<file path="src/design/mmsl_pkg.sv">
// Shared constants and types for the mecanum mixer with slew limit.
package mmsl_pkg;

  localparam int unsigned MOUSE_DIV_SHIFT_DEF = 4;

  localparam int unsigned STICK_W = 11;
  localparam int unsigned MIX_W   = 13;
  localparam int unsigned GAIN_W  = 4;
  localparam int unsigned STEP_W  = 12;
  localparam int unsigned WHEEL_W = 16;
  localparam int unsigned CAM_W   = 12;
  localparam int unsigned CFG_W   = 12;
  localparam int unsigned NUM_WHEELS = 4;

  localparam logic [1:0] ACT_KEYBOARD = 2'd1;
  localparam logic [1:0] ACT_REMOTE   = 2'd2;

  localparam logic [1:0] CFG_KEYBOARD_GAIN = 2'd0;
  localparam logic [1:0] CFG_RC_GAIN       = 2'd1;
  localparam logic [1:0] CFG_RAMP_STEP     = 2'd2;
  localparam logic [1:0] CFG_CAM_CENTER    = 2'd3;

  localparam logic [GAIN_W-1:0] KEYBOARD_GAIN_RST = 4'd10;
  localparam logic [GAIN_W-1:0] RC_GAIN_RST       = 4'd11;
  localparam logic [STEP_W-1:0] RAMP_STEP_RST     = 12'd50;
  localparam logic [CAM_W-1:0]  CAM_CENTER_RST    = 12'd1500;

  typedef struct packed {
    logic              advance;
    logic [1:0]        action;
    logic [GAIN_W-1:0] kb_gain;
    logic [GAIN_W-1:0] rc_gain;
    logic [STEP_W-1:0] ramp_step;
  } mmsl_ctrl_t;

endpackage

</file>
<file path="src/design/mmsl_wheel.sv">
// One wheel: target mixing, gain, saturation and slew limit.
module mmsl_wheel import mmsl_pkg::*; #(
  parameter int unsigned MOUSE_DIV_SHIFT = MOUSE_DIV_SHIFT_DEF
) (
  input  logic                      clk_i,
  input  logic                      rst_ni,
  input  mmsl_ctrl_t                ctrl_i,
  input  logic signed [MIX_W-1:0]   kb_base_i,
  input  logic signed [STICK_W-1:0] yaw_i,
  input  logic signed [MIX_W-1:0]   rc_sum_i,
  output logic signed [WHEEL_W-1:0] wheel_o
);

  localparam int unsigned NUM_W  = MIX_W + MOUSE_DIV_SHIFT + 1;
  localparam int unsigned KPROD_W = NUM_W + GAIN_W + 1;
  localparam int unsigned RPROD_W = MIX_W + GAIN_W + 1;
  localparam int unsigned RAMP_W  = WHEEL_W + 2;

  localparam logic signed [NUM_W-1:0]   BIAS  = NUM_W'((1 << MOUSE_DIV_SHIFT) - 1);
  localparam logic signed [KPROD_W-1:0] K_MAX = KPROD_W'(32767);
  localparam logic signed [KPROD_W-1:0] K_MIN = -KPROD_W'(32768);
  localparam logic signed [RPROD_W-1:0] R_MAX = RPROD_W'(32767);
  localparam logic signed [RPROD_W-1:0] R_MIN = -RPROD_W'(32768);

  logic signed [NUM_W-1:0]   num;
  logic signed [NUM_W-1:0]   bias;
  logic signed [NUM_W-1:0]   quot;
  logic signed [KPROD_W-1:0] kb_prod;
  logic signed [RPROD_W-1:0] rc_prod;
  logic signed [WHEEL_W-1:0] kb_tgt;
  logic signed [WHEEL_W-1:0] rc_tgt;
  logic signed [WHEEL_W-1:0] target_d, target_q;
  logic signed [RAMP_W-1:0]  up;
  logic signed [RAMP_W-1:0]  dn;
  logic signed [RAMP_W-1:0]  tgt_ext;
  logic signed [WHEEL_W-1:0] wheel_d, wheel_q;

  // truncate toward zero
  always_comb begin
    num     = (NUM_W'(kb_base_i) <<< MOUSE_DIV_SHIFT) + NUM_W'(yaw_i);
    bias    = num[NUM_W-1] ? BIAS : '0;
    quot    = (num + bias) >>> MOUSE_DIV_SHIFT;
    kb_prod = KPROD_W'(quot) * KPROD_W'($signed({1'b0, ctrl_i.kb_gain}));
    rc_prod = RPROD_W'(rc_sum_i) * RPROD_W'($signed({1'b0, ctrl_i.rc_gain}));
  end

  always_comb begin
    if (kb_prod > K_MAX) begin
      kb_tgt = 16'sh7fff;
    end else if (kb_prod < K_MIN) begin
      kb_tgt = 16'sh8000;
    end else begin
      kb_tgt = kb_prod[WHEEL_W-1:0];
    end
    if (rc_prod > R_MAX) begin
      rc_tgt = 16'sh7fff;
    end else if (rc_prod < R_MIN) begin
      rc_tgt = 16'sh8000;
    end else begin
      rc_tgt = rc_prod[WHEEL_W-1:0];
    end
  end

  always_comb begin
    case (ctrl_i.action)
      ACT_KEYBOARD: target_d = kb_tgt;
      ACT_REMOTE:   target_d = rc_tgt;
      default:      target_d = target_q;
    endcase
  end

  always_comb begin
    tgt_ext = RAMP_W'(target_d);
    up      = RAMP_W'(wheel_q) + RAMP_W'($signed({1'b0, ctrl_i.ramp_step}));
    dn      = RAMP_W'(wheel_q) - RAMP_W'($signed({1'b0, ctrl_i.ramp_step}));
    if (wheel_q < target_d) begin
      wheel_d = (up > tgt_ext) ? target_d : up[WHEEL_W-1:0];
    end else if (wheel_q > target_d) begin
      wheel_d = (dn < tgt_ext) ? target_d : dn[WHEEL_W-1:0];
    end else begin
      wheel_d = wheel_q;
    end
  end

  always_ff @(posedge clk_i or negedge rst_ni) begin
    if (!rst_ni) begin
      target_q <= '0;
      wheel_q  <= '0;
    end else if (ctrl_i.advance) begin
      target_q <= target_d;
      wheel_q  <= wheel_d;
    end
  end

  assign wheel_o = wheel_q;

endmodule

</file>
<file path="src/design/mecanum_mix_with_slew_limit.sv">
// Top level: input register, four wheel mixers with slew limit, camera duty.
// One beat in, one beat out per item. A new item is taken every cycle while the output is
// not stalled by out_ready_i; a result passes the input register, then the wheel and camera
// state registers, which are the result register. The throughput is set by the state
// update of each wheel's target and output. Registers may be written only while
// the block is idle; the configuration channel is always ready.
module mecanum_mix_with_slew_limit import mmsl_pkg::*; #(
  parameter int unsigned MOUSE_DIV_SHIFT = MOUSE_DIV_SHIFT_DEF
) (
  input  logic                      clk_i,
  input  logic                      rst_ni,
  input  logic                      cfg_valid_i,
  output logic                      cfg_ready_o,
  input  logic [1:0]                cfg_index_i,
  input  logic [CFG_W-1:0]          cfg_data_i,
  input  logic                      in_valid_i,
  output logic                      in_ready_o,
  input  logic [1:0]                action_i,
  input  logic signed [STICK_W-1:0] yaw_stick_i,
  input  logic signed [STICK_W-1:0] cam_stick_i,
  input  logic signed [STICK_W-1:0] strafe_stick_i,
  input  logic signed [STICK_W-1:0] drive_stick_i,
  output logic                      out_valid_o,
  input  logic                      out_ready_i,
  output logic signed [WHEEL_W-1:0] wheel_front_left_o,
  output logic signed [WHEEL_W-1:0] wheel_front_right_o,
  output logic signed [WHEEL_W-1:0] wheel_rear_left_o,
  output logic signed [WHEEL_W-1:0] wheel_rear_right_o,
  output logic [CAM_W-1:0]          cam_pulse_o
);

  localparam int unsigned CSUM_W = CAM_W + 2;

  logic [GAIN_W-1:0] kb_gain_q;
  logic [GAIN_W-1:0] rc_gain_q;
  logic [STEP_W-1:0] ramp_step_q;
  logic [CAM_W-1:0]  cam_center_q;

  logic                      s1_valid_q;
  logic [1:0]                action_q;
  logic signed [STICK_W-1:0] yaw_q;
  logic signed [STICK_W-1:0] cam_q;
  logic signed [STICK_W-1:0] strafe_q;
  logic signed [STICK_W-1:0] drive_q;
  logic                      out_valid_q;
  logic                      advance;
  logic                      in_fire;

  logic signed [MIX_W-1:0]   kb_base [NUM_WHEELS];
  logic signed [MIX_W-1:0]   rc_sum  [NUM_WHEELS];
  logic signed [WHEEL_W-1:0] wheel   [NUM_WHEELS];
  mmsl_ctrl_t                ctrl;

  logic signed [CSUM_W-1:0] cam_sum;
  logic [CAM_W-1:0]         cam_d, cam_hold_q;

  assign cfg_ready_o = 1'b1;

  always_ff @(posedge clk_i or negedge rst_ni) begin
    if (!rst_ni) begin
      kb_gain_q    <= KEYBOARD_GAIN_RST;
      rc_gain_q    <= RC_GAIN_RST;
      ramp_step_q  <= RAMP_STEP_RST;
      cam_center_q <= CAM_CENTER_RST;
    end else if (cfg_valid_i) begin
      unique case (cfg_index_i)
        CFG_KEYBOARD_GAIN: kb_gain_q    <= cfg_data_i[GAIN_W-1:0];
        CFG_RC_GAIN:       rc_gain_q    <= cfg_data_i[GAIN_W-1:0];
        CFG_RAMP_STEP:     ramp_step_q  <= cfg_data_i[STEP_W-1:0];
        CFG_CAM_CENTER:    cam_center_q <= cfg_data_i[CAM_W-1:0];
      endcase
    end
  end

  assign advance    = s1_valid_q && (!out_valid_q || out_ready_i);
  assign in_ready_o = !s1_valid_q || advance;
  assign in_fire    = in_valid_i && in_ready_o;

  always_ff @(posedge clk_i or negedge rst_ni) begin
    if (!rst_ni) begin
      s1_valid_q  <= 1'b0;
      out_valid_q <= 1'b0;
    end else begin
      if (in_ready_o) begin
        s1_valid_q <= in_valid_i;
      end
      if (advance) begin
        out_valid_q <= 1'b1;
      end else if (out_ready_i) begin
        out_valid_q <= 1'b0;
      end
    end
  end

  always_ff @(posedge clk_i) begin
    if (in_fire) begin
      action_q <= action_i;
      yaw_q    <= yaw_stick_i;
      cam_q    <= cam_stick_i;
      strafe_q <= strafe_stick_i;
      drive_q  <= drive_stick_i;
    end
  end

  always_comb begin
    kb_base[0] = -MIX_W'(strafe_q) + MIX_W'(drive_q);
    kb_base[1] = -MIX_W'(strafe_q) - MIX_W'(drive_q);
    kb_base[2] =  MIX_W'(strafe_q) + MIX_W'(drive_q);
    kb_base[3] =  MIX_W'(strafe_q) - MIX_W'(drive_q);
    rc_sum[0]  =  MIX_W'(strafe_q) + MIX_W'(drive_q) + MIX_W'(yaw_q);
    rc_sum[1]  =  MIX_W'(strafe_q) - MIX_W'(drive_q) + MIX_W'(yaw_q);
    rc_sum[2]  = -MIX_W'(strafe_q) + MIX_W'(drive_q) + MIX_W'(yaw_q);
    rc_sum[3]  = -MIX_W'(strafe_q) - MIX_W'(drive_q) + MIX_W'(yaw_q);
  end

  always_comb begin
    ctrl.advance   = advance;
    ctrl.action    = action_q;
    ctrl.kb_gain   = kb_gain_q;
    ctrl.rc_gain   = rc_gain_q;
    ctrl.ramp_step = ramp_step_q;
  end

  for (genvar w = 0; w < NUM_WHEELS; w++) begin : g_wheel
    mmsl_wheel #(
      .MOUSE_DIV_SHIFT(MOUSE_DIV_SHIFT)
    ) u_wheel (
      .clk_i    (clk_i),
      .rst_ni   (rst_ni),
      .ctrl_i   (ctrl),
      .kb_base_i(kb_base[w]),
      .yaw_i    (yaw_q),
      .rc_sum_i (rc_sum[w]),
      .wheel_o  (wheel[w])
    );
  end

  always_comb begin
    case (action_q)
      ACT_KEYBOARD: cam_sum = CSUM_W'($signed({2'b00, cam_center_q})) - CSUM_W'(cam_q);
      default:      cam_sum = CSUM_W'($signed({2'b00, cam_center_q})) + CSUM_W'(cam_q);
    endcase
    if (action_q != ACT_KEYBOARD && action_q != ACT_REMOTE) begin
      cam_d = cam_hold_q;
    end else if (cam_sum < 0) begin
      cam_d = '0;
    end else if (cam_sum > CSUM_W'(4095)) begin
      cam_d = '1;
    end else begin
      cam_d = cam_sum[CAM_W-1:0];
    end
  end

  always_ff @(posedge clk_i or negedge rst_ni) begin
    if (!rst_ni) begin
      cam_hold_q <= CAM_CENTER_RST;
    end else if (advance) begin
      cam_hold_q <= cam_d;
    end
  end

  assign out_valid_o         = out_valid_q;
  assign wheel_front_left_o  = wheel[0];
  assign wheel_front_right_o = wheel[1];
  assign wheel_rear_left_o   = wheel[2];
  assign wheel_rear_right_o  = wheel[3];
  assign cam_pulse_o         = cam_hold_q;

endmodule
</file>
<file path="config.mk">
export PLATFORM = sky130hd
export DESIGN_NAME = mecanum_mix_with_slew_limit
export DESIGN_NICKNAME = d
export VERILOG_FILES = /design/src/design/mmsl_pkg.sv /design/src/design/mmsl_wheel.sv /design/src/design/mecanum_mix_with_slew_limit.sv
export SDC_FILE = /design/constraint.sdc
export NUM_CORES = 2
export LEC_CHECK = 0
export BUFFER_PORTS_ARGS = -buffer_cell sky130_fd_sc_hd__buf_2
export CORE_UTILIZATION = 62
export DETAILED_ROUTE_END_ITERATION = 10
export PLACE_DENSITY_LB_ADDON = 0.1
export SYNTH_ARGS = -nofsm -noshare
export SYNTH_HDL_FRONTEND = slang
export SYNTH_HIERARCHICAL = 1
export SYNTH_SLANG_ARGS = --single-unit
</file>
<file path="constraint.sdc">
create_clock -name clk_i -period 14.45 [get_ports clk_i]
set_clock_uncertainty 0.15 [all_clocks]
set_input_delay 0.7225 -clock clk_i [delete_from_list [all_inputs] [get_ports clk_i]]
set_output_delay 0.7225 -clock clk_i [all_outputs]
set_load 0.05 [all_outputs]
</file>
==> reports/metrics.yaml <==
floorplanning:
  core_region_area_mm2: 0.07582
  die-area_mm2: 0.07770
  row_count: 101
  io_pins: 144
  die_y_um: 278.8
  die_w_um: 278.8
  start_util_pct: 62.63
worst_setup_path:
  arrival_ps: 14180
  startpoint: "strafe_q[1]"
  crit_path_end_kind: "register"
  r2r_setup_slack_ps: 670
  reg2regPathDepth: 52
  timing.critical_path.fanout_max: 14
  r2r-end: "g_wheel[2].u_wheel/wheel_o[0]"
  reg2reg_from: "strafe_q[1]"
  cpPeakStageDelay_ps: 540
  crit_required_ps: 14840
  start_kind: "register"
  slowest_stage: "fa_1"
  crit_type: "reg2reg"
clocking:
  cts_buffers: 28
  clk_latency_ps: 620
  htree_levels: 1
  clockBufferDepth: 3
  clock-sinks: 220
  cts_hold_buf: 0
  cts_tree: "done"
  cts_root_buffer: "clkbuf_16"
  path_clk_slew_ps: 70
drt:
  ant_nets: 0
  first_pass_iters: 6
  drtIter0Drc: 3155
  avgViaCountPerCell: 6.119
  drc_errors: 0
  wire_per_inst_um: 19.73
  totalWireLength_mm: 138.0
  num_vias: 42790
cells_and_area:
  layout_commonest_cell: "inv_1"
  fin_cells: 6993
  layout_common_cells: "inv_1 (807), ha_1 (745), nor2_1 (365), a21oi_1 (350), nand2_1 (336)"
  post-route-util_pct: 67.49
  fin_area_mm2: 0.05117
  final_nets: 7051
  area_growth_pct: 7.765
  layout-drive-gt1-share_pct: 10.11
placement:
  placed_cells: 6908
  dpl_cell_area_mm2: 0.04957
  routabilityCongestion: 0.9920
  hpwlAfterDp_mm: 111.9
  io_buffer_count: 142
global_route:
  grt_overflow: 0
  grt_usage_pct: 34.89
  grt_pass1_vias: 39940
  grt_max_degree: 80
  antenna_found_initial: 2
  grt_pass1_wl_mm: 217.7
yosys:
  ys_seq_area_share_pct: 12.14
  async_flop_share_pct: 79.09
  postSynthCellCount: 5828
  synthFlopType: "dfrtp_1"
  synthTopCellsByArea: "ha_1 (20%), fa_1 (10%), dfrtp_1 (8.0%)"
  synth_edf_count: 46
  netlist-cell-type-count: 143
  ys_ff_latch: 220
  syn_area_mm2: 0.04749
  synth_nets: 6887
  synth.avg_cell_area_um2: 8.148
  yosys_warnings: 6
  post-synth-top-area-cell: "ha_1"
  yosys.area.top_type_share_pct: 19.73
outcome:
  outcome: "finished clean"
timing:
  tightest_slew_ps: 1239
  setup-violations-final: 0
  fin_crit_ps: 13780
  slew_headroom_pct: 16.32
  slew_viol_final: 0
  hold_viol: 0
  finalCritPeriodShare_pct: 95.39
  fmax_mhz: 72.55
hold_path:
  worstHoldPathType: "in2async"
run:
  maxCapViolations: 0
-- metrics by stage --
| stage | setup WS [ps] | TNS [ps] | hold WS, ps |
|---|---|---|---|
| floorplan | 1382 | 0 | 276.9 |
| global placement | -71.65 | -413.4 | 309.8 |
| detailed placement | -128.0 | -902.9 | 311.5 |
| CTS | 22.36 | 0 | 17.85 |
| global route | -86.86 | -594.0 | 66.24 |
| finish | 665.9 | 0 | 22.99 |
-- critical path: cells and delay by family (launching register included) --
| family | cells | cell delay, ps |
|---|---|---|
| AOI/OAI and AO/OA | 18 | 4620 |
| and+or+nand+nor | 17 | 3680 |
| adders and majority gates | 8 | 3360 |
| buffers and inverters | 7 | 930 |
| DFF | 1 | 490 |
| xor gates and xnor gates | 1 | 350 |
| muxes | 1 | 140 |
-- registers in the layout, summed over array words and instances, names as in the netlist --
name                      flops
action_q                      2
cam_center_q                 12
cam_pulse_o                  12
cam_q                        11
drive_q                      11
g_wheel.u_wheel/target_q     64
g_wheel.u_wheel/wheel_o      64
kb_gain_q                     4
out_valid_o                   1
ramp_step_q                  12
rc_gain_q                     4
s1_valid_q                    1
strafe_q                     11
yaw_q                        11
-- timing repair --
action / CTS / global route
buffers inserted: 0 / 32
endpoints found under the hold margin: 0 / 0
pin swaps: 0 / 18
gates resized for setup: 5 / 70
endpoints found under the setup margin: 24 / 64
-- Yosys cell counts (all sizes together) (20+ instances only) --
| master | number |
|---|---|
| ha | 749 |
| a21boi | 28 |
| and3 | 36 |
| dfrtp | 152 |
| o22ai | 27 |
| mux2i | 43 |
| and2 | 273 |
| inv | 809 |
| clkbuf | 96 |
| mux2 | 52 |
| buf | 45 |
| o21a | 93 |
| a31oi | 43 |
| or3 | 40 |
| dfstp | 22 |
| nor3b | 29 |
| o31ai | 20 |
| nand3 | 80 |
| nand2 | 338 |
| a211oi | 64 |
| o21ai | 289 |
| a221oi | 22 |
| xor2 | 130 |
| or2 | 27 |
| nand4 | 65 |
| nor4 | 28 |
| nor2 | 373 |
| nor2b | 103 |
| fa | 245 |
| o21bai | 43 |
| a21o | 139 |
| a21oi | 363 |
| a22o | 22 |
| xnor2 | 243 |
| nand2b | 109 |
| edfxtp | 46 |
| o211ai | 79 |
| nor3 | 135 |
-- how the worst max path moves through the flow --
| stage | cells past startpoint | slack, ps | to |
|---|---|---|---|
| finish | 52 | 670 | g_wheel[2].u_wheel/wheel_o[0] |
| CTS | 61 | 20 | g_wheel[0].u_wheel/wheel_o[6] |
| global route | 63 | -90 | g_wheel[0].u_wheel/wheel_o[6] |
| global placement | 60 | -70 | g_wheel[1].u_wheel/wheel_o[7] |
| detailed placement | 59 | -130 | g_wheel[0].u_wheel/wheel_o[7] |
| floorplan | 63 | 1380 | g_wheel[0].u_wheel/wheel_o[8] |
-- routing by layer --
layer  routed length, um  track usage (%)  vias up
met5                   0                0        -
met4                3228            7.509        0
met3               10040            5.355      172
met2               58480            52.84     1374
met1               66250            52.02    20550
li1                    -                -    20700
-- final cells by class --
cell class                      count  area [um2]
Sequential cell                   220        5764
Antenna cell                        1       2.502
Multi-Input combinational cell   4650       38360
Inverter                          817        3069
Timing Repair Buffer              275        1730
Fill cell                        6520       24650
Tap cell                          978        1224
Clock inverter                     15       245.2
Clock buffer                       37       774.5
-- cell families after synthesis --
kind of cell    Yosys count  share of synthesized area [%]
xor+xnor                377                          7.172
compound gates         1473                          21.68
other cells               1                       0.007897
buf+inv                 958                          7.831
mux                      95                          2.147
simple gates           1710                          18.97
flops                   220                          12.14
fa+ha+maj               994                          30.06
Power is not shown: default switching activity piles up to over one toggle a cycle in this logic, so the estimate is an artifact.
